`src/rtl/bpu_pkg.sv`:
```
// ---------------------------------------------------------------------------
// bpu_pkg
// Shared types, codes and constant tables of the byte pointer unit.
// ---------------------------------------------------------------------------
package bpu_pkg;

    // Operation codes
    typedef enum logic [1:0] {
        KIND_INC = 2'd0,
        KIND_ADJ = 2'd1,
        KIND_LDB = 2'd2,
        KIND_DPB = 2'd3
    } kind_t;

    // Result status codes
    typedef enum logic [1:0] {
        STAT_OK    = 2'd0,
        STAT_TWG   = 2'd1,
        STAT_RANGE = 2'd2
    } status_t;

    localparam logic [5:0] WORD_BITS = 6'd36;
    localparam logic [5:0] OWG_FIRST = 6'd37;
    localparam int         OWG_COUNT = 27;

    // One-word global pointer table entry
    typedef struct packed {
        logic [5:0] pos;
        logic [5:0] size;
        logic [5:0] next;
        logic       carry;
    } owg_entry_t;

    // Quotient and remainder of a small division
    typedef struct packed {
        logic [5:0] q;
        logic [5:0] r;
    } div6_t;

    // Search result of the table re-encode
    typedef struct packed {
        logic       found;
        logic [4:0] idx;
    } owg_find_t;

    // Word travelling down the pipeline
    typedef struct packed {
        logic              adj;
        logic              owg;
        logic [35:0]       bp;
        logic [35:0]       newbp;
        logic [35:0]       data;
        status_t           status;
        logic [31:0]       count;
        logic [5:0]        pos;
        logic [5:0]        size;
        logic [5:0]        align;
        logic [5:0]        bpw;
        logic signed [7:0] cur;
        logic              neg;
        logic [30:0]       x;
        logic [31:0]       recip;
        logic [30:0]       q0;
        logic [31:0]       q;
        logic [5:0]        r;
    } bpu_item_t;

    // Global pointer table, indexed by P - 37
    function automatic owg_entry_t owg_lookup(input logic [4:0] idx);
        owg_entry_t e;
        case (idx)
            5'd0:  e = '{6'd36, 6'd6,  6'd38, 1'b0};
            5'd1:  e = '{6'd30, 6'd6,  6'd39, 1'b0};
            5'd2:  e = '{6'd24, 6'd6,  6'd40, 1'b0};
            5'd3:  e = '{6'd18, 6'd6,  6'd41, 1'b0};
            5'd4:  e = '{6'd12, 6'd6,  6'd42, 1'b0};
            5'd5:  e = '{6'd6,  6'd6,  6'd43, 1'b0};
            5'd6:  e = '{6'd0,  6'd6,  6'd38, 1'b1};
            5'd7:  e = '{6'd36, 6'd8,  6'd45, 1'b0};
            5'd8:  e = '{6'd28, 6'd8,  6'd46, 1'b0};
            5'd9:  e = '{6'd20, 6'd8,  6'd47, 1'b0};
            5'd10: e = '{6'd12, 6'd8,  6'd48, 1'b0};
            5'd11: e = '{6'd4,  6'd8,  6'd45, 1'b1};
            5'd12: e = '{6'd36, 6'd7,  6'd50, 1'b0};
            5'd13: e = '{6'd29, 6'd7,  6'd51, 1'b0};
            5'd14: e = '{6'd22, 6'd7,  6'd52, 1'b0};
            5'd15: e = '{6'd15, 6'd7,  6'd53, 1'b0};
            5'd16: e = '{6'd8,  6'd7,  6'd54, 1'b0};
            5'd17: e = '{6'd1,  6'd7,  6'd50, 1'b1};
            5'd18: e = '{6'd36, 6'd9,  6'd56, 1'b0};
            5'd19: e = '{6'd27, 6'd9,  6'd57, 1'b0};
            5'd20: e = '{6'd18, 6'd9,  6'd58, 1'b0};
            5'd21: e = '{6'd9,  6'd9,  6'd59, 1'b0};
            5'd22: e = '{6'd0,  6'd9,  6'd56, 1'b1};
            5'd23: e = '{6'd36, 6'd18, 6'd61, 1'b0};
            5'd24: e = '{6'd18, 6'd18, 6'd62, 1'b0};
            5'd25: e = '{6'd0,  6'd18, 6'd61, 1'b1};
            5'd26: e = '{6'd0,  6'd36, 6'd63, 1'b1};
            default: e = '0;
        endcase
        return e;
    endfunction

    // First table entry with the given position and size
    function automatic owg_find_t owg_find(input logic [5:0] size, input logic [5:0] pos);
        owg_find_t  f;
        owg_entry_t e;
        f = '0;
        for (int i = OWG_COUNT - 1; i >= 0; i--) begin
            e = owg_lookup(5'(i));
            if (e.size == size && e.pos == pos) begin
                f.found = 1'b1;
                f.idx   = 5'(i);
            end
        end
        return f;
    endfunction

    // Restoring division of two 6-bit values, one bit a step
    function automatic div6_t udiv6(input logic [5:0] a, input logic [5:0] b);
        div6_t      d;
        logic [6:0] rem;
        d   = '0;
        rem = '0;
        for (int i = 5; i >= 0; i--) begin
            rem = {rem[5:0], a[i]};
            if (rem >= {1'b0, b}) begin
                rem    = rem - {1'b0, b};
                d.q[i] = 1'b1;
            end
        end
        d.r = rem[5:0];
        return d;
    endfunction

    // floor(2^32 / b), all ones for b = 1; used to divide by bytes per word
    function automatic logic [31:0] recip32(input logic [5:0] b);
        logic [31:0] v;
        case (b)
            6'd1:  v = 32'hFFFF_FFFF;
            6'd2:  v = 32'd2147483648;
            6'd3:  v = 32'd1431655765;
            6'd4:  v = 32'd1073741824;
            6'd5:  v = 32'd858993459;
            6'd6:  v = 32'd715827882;
            6'd7:  v = 32'd613566756;
            6'd8:  v = 32'd536870912;
            6'd9:  v = 32'd477218588;
            6'd10: v = 32'd429496729;
            6'd11: v = 32'd390451572;
            6'd12: v = 32'd357913941;
            6'd13: v = 32'd330382099;
            6'd14: v = 32'd306783378;
            6'd15: v = 32'd286331153;
            6'd16: v = 32'd268435456;
            6'd17: v = 32'd252645135;
            6'd18: v = 32'd238609294;
            6'd19: v = 32'd226050910;
            6'd20: v = 32'd214748364;
            6'd21: v = 32'd204522252;
            6'd22: v = 32'd195225786;
            6'd23: v = 32'd186737708;
            6'd24: v = 32'd178956970;
            6'd25: v = 32'd171798691;
            6'd26: v = 32'd165191049;
            6'd27: v = 32'd159072862;
            6'd28: v = 32'd153391689;
            6'd29: v = 32'd148102320;
            6'd30: v = 32'd143165576;
            6'd31: v = 32'd138547332;
            6'd32: v = 32'd134217728;
            6'd33: v = 32'd130150524;
            6'd34: v = 32'd126322567;
            6'd35: v = 32'd122713351;
            6'd36: v = 32'd119304647;
            default: v = '0;
        endcase
        return v;
    endfunction

endpackage

```
`src/rtl/bpu_front.sv`:
```
// ---------------------------------------------------------------------------
// bpu_front
// Decode, increment, load/deposit, then byte geometry for adjust.
// ---------------------------------------------------------------------------
module bpu_front (
    input  logic              clk,
    input  logic              rst_n,
    input  logic              en,
    input  logic              ext,
    input  logic              in_valid,
    input  logic [1:0]        kind,
    input  logic [35:0]       pointer_word,
    input  logic [35:0]       operand_word,
    input  logic [35:0]       memory_word,
    output logic              out_valid,
    output bpu_pkg::bpu_item_t out_item
);
    import bpu_pkg::*;

    logic       s1_valid_reg, s1_valid_next;
    bpu_item_t  s1_reg, s1_next;
    logic       s2_valid_reg, s2_valid_next;
    bpu_item_t  s2_reg, s2_next;

    // Stage 1: decode, increment, load and deposit
    always_comb
    begin
        logic [5:0]  p, s, pos, size, np;
        logic [5:0]  pidx;
        logic        owg, twg;
        owg_entry_t  e;
        div6_t       da;
        logic [35:0] m;
        logic [17:0] y;
        logic [6:0]  psum;

        p    = pointer_word[35:30];
        s    = pointer_word[29:24];
        owg  = ext && (p >= OWG_FIRST);
        twg  = ext && !owg && pointer_word[23];
        pidx = p - OWG_FIRST;
        e    = owg_lookup(pidx[4:0]);
        pos  = owg ? e.pos : p;
        size = owg ? e.size : s;
        np   = p - s;
        y    = pointer_word[17:0];
        da   = udiv6(pos, size);

        s1_next        = '0;
        s1_next.bp     = pointer_word;
        s1_next.newbp  = pointer_word;
        s1_next.count  = operand_word[31:0];
        s1_next.owg    = owg;
        s1_next.pos    = pos;
        s1_next.size   = size;
        s1_next.status = STAT_OK;
        s1_next.align  = da.r;

        // Load/deposit field with clamping
        psum = {1'b0, pos} + {1'b0, size};
        if (psum > {1'b0, WORD_BITS}) begin
            if (pos < WORD_BITS)
            begin
                size = WORD_BITS - pos;
            end
            else
            begin
                pos  = '0;
                size = '0;
            end
        end
        m = (size >= WORD_BITS) ? '1 : ((36'd1 << size) - 36'd1);

        if (twg) begin
            s1_next.status = STAT_TWG;
            if (kind == KIND_DPB)
            begin
                s1_next.data = memory_word;
            end
        end
        else
        begin
            case (kind)
                KIND_INC:
                begin
                    if (owg)
                    begin
                        s1_next.newbp = {e.next, 30'(pointer_word[29:0] + 30'(e.carry))};
                    end
                    else
                    begin
                        if (p < s)
                        begin
                            np = WORD_BITS - s;
                            y  = y + 18'd1;
                        end
                        s1_next.newbp = {np, pointer_word[29:18], y};
                    end
                end
                KIND_ADJ:
                begin
                    s1_next.adj = owg || (s != 6'd0);
                end
                KIND_LDB:
                begin
                    s1_next.data = (memory_word >> pos) & m;
                end
                default:
                begin
                    s1_next.data = (memory_word & ~(m << pos)) | ((operand_word & m) << pos);
                end
            endcase
        end
        s1_valid_next = in_valid;
    end

    // Stage 2: bytes per word and current byte index
    always_comb
    begin
        div6_t      db, dc;
        logic [5:0] rem_bits;
        logic [5:0] cdiff;

        s2_next       = s1_reg;
        s2_valid_next = s1_valid_reg;
        rem_bits      = WORD_BITS - s1_reg.align;
        db            = udiv6(rem_bits, s1_reg.size);
        if (s1_reg.pos <= WORD_BITS)
        begin
            cdiff = WORD_BITS - s1_reg.pos;
        end
        else
        begin
            cdiff = s1_reg.pos - WORD_BITS;
        end
        dc = udiv6(cdiff, s1_reg.size);

        s2_next.bpw = (s1_reg.align > WORD_BITS) ? 6'd0 : db.q;
        if (s1_reg.pos <= WORD_BITS)
        begin
            s2_next.cur = 8'(dc.q) - 8'sd1;
        end
        else
        begin
            s2_next.cur = -8'(dc.q) - 8'sd1;
        end
        if (s1_reg.adj && (s2_next.bpw == 6'd0))
        begin
            s2_next.adj    = 1'b0;
            s2_next.status = STAT_RANGE;
        end
    end

    // Stage valid bits
    always_ff @(posedge clk or negedge rst_n)
    begin
        if (!rst_n)
        begin
            s1_valid_reg <= 1'b0;
            s2_valid_reg <= 1'b0;
        end
        else if (en)
        begin
            s1_valid_reg <= s1_valid_next;
            s2_valid_reg <= s2_valid_next;
        end
    end

    // Stage payload
    always_ff @(posedge clk)
    begin
        if (en)
        begin
            s1_reg <= s1_next;
            s2_reg <= s2_next;
        end
    end

    assign out_valid = s2_valid_reg;
    assign out_item  = s2_reg;

endmodule

```
`src/rtl/bpu_div.sv`:
```
// ---------------------------------------------------------------------------
// bpu_div
// Floor division of the adjusted byte index by bytes per word,
// through a reciprocal multiply and one correction step.
// ---------------------------------------------------------------------------
module bpu_div (
    input  logic              clk,
    input  logic              rst_n,
    input  logic              en,
    input  logic              in_valid,
    input  bpu_pkg::bpu_item_t in_item,
    output logic              out_valid,
    output bpu_pkg::bpu_item_t out_item
);
    import bpu_pkg::*;

    logic      s3_valid_reg, s4_valid_reg, s5_valid_reg;
    bpu_item_t s3_reg, s3_next, s4_reg, s4_next, s5_reg, s5_next;

    // Stage 3: index sum, magnitude for floor division, reciprocal
    always_comb
    begin
        logic [31:0] n;
        n             = in_item.count + {{24{in_item.cur[7]}}, in_item.cur};
        s3_next       = in_item;
        s3_next.neg   = n[31];
        s3_next.x     = n[31] ? ~n[30:0] : n[30:0];
        s3_next.recip = recip32(in_item.bpw);
    end

    // Stage 4: estimate quotient, low by at most one
    always_comb
    begin
        logic [62:0] prod;
        prod       = 63'(s3_reg.x) * 63'(s3_reg.recip);
        s4_next    = s3_reg;
        s4_next.q0 = prod[62:32];
    end

    // Stage 5: correct, then fold back the sign
    always_comb
    begin
        logic [30:0] r0;
        logic [30:0] qm;
        logic [5:0]  rm;
        r0 = s4_reg.x - 31'(s4_reg.q0 * 31'(s4_reg.bpw));
        if (r0 >= 31'(s4_reg.bpw))
        begin
            qm = s4_reg.q0 + 31'd1;
            rm = 6'(r0 - 31'(s4_reg.bpw));
        end
        else
        begin
            qm = s4_reg.q0;
            rm = r0[5:0];
        end
        s5_next = s4_reg;
        if (s4_reg.neg)
        begin
            s5_next.q = ~{1'b0, qm};
            s5_next.r = s4_reg.bpw - 6'd1 - rm;
        end
        else
        begin
            s5_next.q = {1'b0, qm};
            s5_next.r = rm;
        end
    end

    // Stage valid bits
    always_ff @(posedge clk or negedge rst_n)
    begin
        if (!rst_n)
        begin
            s3_valid_reg <= 1'b0;
            s4_valid_reg <= 1'b0;
            s5_valid_reg <= 1'b0;
        end
        else if (en)
        begin
            s3_valid_reg <= in_valid;
            s4_valid_reg <= s3_valid_reg;
            s5_valid_reg <= s4_valid_reg;
        end
    end

    // Stage payload
    always_ff @(posedge clk)
    begin
        if (en)
        begin
            s3_reg <= s3_next;
            s4_reg <= s4_next;
            s5_reg <= s5_next;
        end
    end

    assign out_valid = s5_valid_reg;
    assign out_item  = s5_reg;

endmodule

```
`src/rtl/bpu_back.sv`:
```
// ---------------------------------------------------------------------------
// bpu_back
// Rebuilds the adjusted pointer and holds the output word.
// ---------------------------------------------------------------------------
module bpu_back (
    input  logic              clk,
    input  logic              rst_n,
    input  logic              en,
    input  logic              in_valid,
    input  bpu_pkg::bpu_item_t in_item,
    output logic              out_valid,
    output logic [35:0]       new_pointer,
    output logic [35:0]       data_word,
    output logic [1:0]        status
);
    import bpu_pkg::*;

    logic        valid_reg;
    logic [35:0] ptr_reg, ptr_next;
    logic [35:0] data_reg;
    logic [1:0]  stat_reg, stat_next;

    // New position and pointer re-encode
    always_comb
    begin
        logic [11:0] t;
        logic [5:0]  span;
        owg_find_t   f;

        span      = in_item.bpw - 6'd1 - in_item.r;
        t         = 12'(span) * 12'(in_item.size) + 12'(in_item.align);
        f         = owg_find(in_item.size, t[5:0]);
        ptr_next  = in_item.newbp;
        stat_next = in_item.status;
        if (in_item.adj)
        begin
            if (in_item.owg)
            begin
                if (f.found)
                begin
                    ptr_next = {6'(f.idx) + OWG_FIRST,
                                30'(in_item.bp[29:0] + in_item.q[29:0])};
                end
                else
                begin
                    stat_next = STAT_RANGE;
                end
            end
            else
            begin
                ptr_next = {t[5:0], in_item.bp[29:18],
                            18'(in_item.bp[17:0] + in_item.q[17:0])};
            end
        end
    end

    always_ff @(posedge clk or negedge rst_n)
    begin
        if (!rst_n)
        begin
            valid_reg <= 1'b0;
        end
        else if (en)
        begin
            valid_reg <= in_valid;
        end
    end

    always_ff @(posedge clk)
    begin
        if (en)
        begin
            ptr_reg  <= ptr_next;
            data_reg <= in_item.data;
            stat_reg <= stat_next;
        end
    end

    assign out_valid   = valid_reg;
    assign new_pointer = ptr_reg;
    assign data_word   = data_reg;
    assign status      = stat_reg;

endmodule

```
`src/rtl/byte_pointer_unit.sv`:
```
// ---------------------------------------------------------------------------
// byte_pointer_unit
// Increment, adjust, load byte and deposit byte on one pointer word.
// ---------------------------------------------------------------------------
//  Channel   Direction  Handshake             Word
//  input     in         in_valid / in_ready   kind, pointer_word, operand_word,
//                                             memory_word
//  output    out        out_valid / out_ready new_pointer, data_word, status
//  config    in         APB psel / penable    extended_section at 0x0
//
//  Six register stages: front s1 and s2, divide s3 to s5, and the output
//  register. One word per cycle while the output is not stalled; the adjust divide
//  (reciprocal multiply and correction) sets the depth.
//  Reset clears all stage valid bits and extended_section.
//  A stall at the output freezes every stage together; in_ready falls with it.
// ---------------------------------------------------------------------------
module byte_pointer_unit (
    input  logic        clk,
    input  logic        rst_n,
    input  logic        psel,
    input  logic        penable,
    input  logic        pwrite,
    input  logic [2:0]  paddr,
    input  logic [31:0] pwdata,
    output logic [31:0] prdata,
    output logic        pready,
    input  logic        in_valid,
    output logic        in_ready,
    input  logic [1:0]  kind,
    input  logic [35:0] pointer_word,
    input  logic [35:0] operand_word,
    input  logic [35:0] memory_word,
    output logic        out_valid,
    input  logic        out_ready,
    output logic [35:0] new_pointer,
    output logic [35:0] data_word,
    output logic [1:0]  status
);
    import bpu_pkg::*;

    logic      ext_reg;
    logic      en;
    logic      fr_valid, dv_valid;
    bpu_item_t fr_item, dv_item;

    // Config register
    always_ff @(posedge clk or negedge rst_n)
    begin
        if (!rst_n)
        begin
            ext_reg <= 1'b0;
        end
        else if (psel && penable && pwrite && !paddr[2])
        begin
            ext_reg <= pwdata[0];
        end
    end

    assign pready = 1'b1;
    assign prdata = paddr[2] ? 32'd0 : {31'd0, ext_reg};

    // Whole pipeline advances unless the output word is held
    assign en       = !out_valid || out_ready;
    assign in_ready = en;

    bpu_front u_front (
        .clk          (clk),
        .rst_n        (rst_n),
        .en           (en),
        .ext          (ext_reg),
        .in_valid     (in_valid),
        .kind         (kind),
        .pointer_word (pointer_word),
        .operand_word (operand_word),
        .memory_word  (memory_word),
        .out_valid    (fr_valid),
        .out_item     (fr_item)
    );

    bpu_div u_div (
        .clk       (clk),
        .rst_n     (rst_n),
        .en        (en),
        .in_valid  (fr_valid),
        .in_item   (fr_item),
        .out_valid (dv_valid),
        .out_item  (dv_item)
    );

    bpu_back u_back (
        .clk         (clk),
        .rst_n       (rst_n),
        .en          (en),
        .in_valid    (dv_valid),
        .in_item     (dv_item),
        .out_valid   (out_valid),
        .new_pointer (new_pointer),
        .data_word   (data_word),
        .status      (status)
    );

endmodule

```
`config.mk`:
```
export PLATFORM = sky130hd
export DESIGN_NAME = byte_pointer_unit
export DESIGN_NICKNAME = d
export VERILOG_FILES = /design/src/rtl/bpu_pkg.sv /design/src/rtl/bpu_front.sv /design/src/rtl/bpu_div.sv /design/src/rtl/bpu_back.sv /design/src/rtl/byte_pointer_unit.sv
export SDC_FILE = /design/constraint.sdc
export NUM_CORES = 2
export LEC_CHECK = 0
export ABC_AREA = 1
export BUFFER_PORTS_ARGS = -buffer_cell sky130_fd_sc_hd__buf_2
export CORE_UTILIZATION = 35
export CTS_CLUSTER_DIAMETER = 150
export DETAILED_ROUTE_END_ITERATION = 10
export PLACE_DENSITY = 0.54
export SYNTH_ARGS = -nofsm -noshare
export SYNTH_HDL_FRONTEND = slang
export SYNTH_SLANG_ARGS = --single-unit
```
`constraint.sdc`:
```
create_clock -name clk -period 91.3 [get_ports clk]
set_input_delay 18.26 -clock clk [delete_from_list [all_inputs] [get_ports clk]]
set_output_delay 18.26 -clock clk [all_outputs]
set_load 0.005 [all_outputs]
```
==> flow_summary.toml <==
[run_status]
status = "complete, but fails checks"
violations = "DRC"

[yosys]
ys_types = 73
synth_edf_count = 927
seq_area_frac_synth_pct = 31.7
ys.warnings.count = 0
synthTopCellsByArea = "edfxtp_1, fa_1, nand2_1"
synth_cells = 9980
netlist.area_leader.share_pct = 31.5
yosysMostFrequentCell = "nand2_1"
async_flop_share_pct = 0.749
synth_top_cell_by_area = "edfxtp_1"
ys_top_cells_by_count = "nand2_1, inv_1, fa_1"
syn-cell-area_sq_um = 88500
synth_flop_cell = "edfxtp_1"
ys_ff_latch = 934
avgSynthCellArea_sq_um = 8.86

[global_route]
grt_pass1_vias = 69042
grt_overflow = 0
grt_usage_pct = 20.4
grt_max_degree = 192
antenna_found_initial = 17
grt_pass1_wl_microns = 405000

[floorplan]
rows = 184
ioPinCount = 261
fp.dieArea_sq_um = 255000
fp.dieH_microns = 505
core_area_sq_um = 251000
initial_utilization_pct = 35.2
die_w_microns = 505

[detailed_routing]
first_iter_violations = 5728
via_count = 67680
dr.pass1.iters = 9
ant_nets = 0
drc = 24
vias_per_cell = 5.05
routed_wirelength_microns = 261000
wl_per_cell_microns = 19.4

[clock_network]
ctsHtreeMaxLevel = 3
ctsHoldBuffers = 0
path_clk_slew_ns = 0.07
root_buffer = "clkbuf_16"
cts_setup_buffers = 0
clkLatencyLatePin_ns = 0.73
clock_tree.buffer_depth = 3
cts_resized = 0
cts.sinks = 934
cts_tree = "done"
cts_buffers = 98

[place]
pre_cts_slack_ns = 53.92
io_buffers = 195
gp_congestion = 0.937
dp_hpwl_microns = 193000

[timing]
rsz0062_at_grt = "false"
tightest_slew_ns = 1.16
layout_setup_ws_ns = 53.95
setup_viol = 0
skew_ns = 0.0893
period_share_pct = 40.9
fmax_mhz = 26.8
tns_ns = 0
hold_violations = 0
relSlewSlack_pct = 22.0
finalMaxSlewViolations = 0
post-route-min-period_ns = 37.35

[worst_setup_path]
cp-end-kind = "primary output"
worstReg2RegEnd = "u_front.out_item[138]"
cp.arrival_ns = 19.09
cp-start-kind = "input port"
crit_slowest_cell = "nand2_4"
crit_type = "in2out"
crit_family = "simple AND/OR/NAND/NOR gates"
r2r_slack_ns = 79.24
crit_path_max_fanout = 42
crit_required_ns = 73.04
reg2reg_depth = 72
cp_common_cell = "buf_2"
regToRegStartpoint = "u_front.s1_reg[159]"
cp_num_buf_inv = 3
path_cells = "buf_2 > inv_1 > nand2_4 > buf_2"
slowest_delay_ns = 0.46

[final_layout]
areaGrowthSynthToFinish_pct = 8.76
drive_above_1_share_pct = 5.92
nets = 11679
fillers = 25465
final_core_util_pct = 38.3
largest_reg_flops = 188

[worst_hold_path]
hold_path_end = "u_div.s3_reg[153]"
holdPathStages = 0
hold_path.class = "reg2reg"
hold_start = "u_front.out_item[153]"

[run]
max-cap-violations = 0
final cells by class:
cell class,count,area [sq um],area share (%)
multi-input combinational,6745,51600,53.6
sequential,934,28000,29.1
inverter,1884,7080,7.35
tap,3348,4190,4.35
clock buffer,114,2510,2.61
timing repair buffer,312,1880,1.95
clock inverter,69,923,0.960
antenna,2,5.00,0.00520
placed cells by master, fill, tap and decap left out, types with 19 or more instances in the layout:
master and n:
a21oi_1 323, a31oi_1 37, buf_2 195, buf_4 115
clkbuf_16 98, clkinv_1 22, clkinv_2 19, conb_1 32
edfxtp_1 927, fa_1 1023, ha_1 529, inv_1 1847
inv_2 29, nand2_1 2628, nand3_1 601, nand4_1 87
nor2_1 356, nor3_1 58, nor4_1 26, o211ai_1 48
o21ai_0 371, o21ai_1 57, o21bai_1 21, or2_2 19
xnor2_1 115, xor2_1 184
worst max path at each step:
stage | start | endpoint | depth (start not counted)
floorplan | out_ready | in_ready | 3
CTS | out_ready | in_ready | 4
finish | out_ready | in_ready | 4
global placement | out_ready | in_ready | 4
global route | out_ready | in_ready | 4
detailed placement | out_ready | in_ready | 4
per-layer routing:
metal	share of wire [%]	global-route usage [%]	vias up	routed length [microns]
li1	-	-	31410	-
met1	44	28.1	33394	115000
met2	45	32.5	2361	117000
met3	7.6	3.77	497	19800
met4	3.4	6.56	18	8900
met5	0.036	0	-	94
logic make-up after synthesis:
family | after synthesis | share of synthesized area, %
compound gates | 976 | 6.21
xor+xnor | 299 | 2.96
fa+ha+maj | 1552 | 30.6
buf+inv | 2331 | 10.2
flops | 934 | 31.7
mux | 11 | 0.124
other cells | 2 | 0.00849
simple gates | 3875 | 18.2
per-stage QoR:
| step | std cells | instance area, sq um | hold WS [ns] |
|---|---|---|---|
| finish | 13408 | 96200 | 0.380 |
| global route | 13407 | 96200 | 0.381 |
| CTS | 13406 | 96200 | 0.374 |
| detailed placement | 13223 | 92800 | 0.405 |
| global placement | 13223 | 92800 | 0.400 |
| floorplan | 10010 | 88600 | 0.400 |
Power is left out: the tool's default activity adds up to more than one toggle a clock period on the data nets, which glitch-free logic cannot reach.
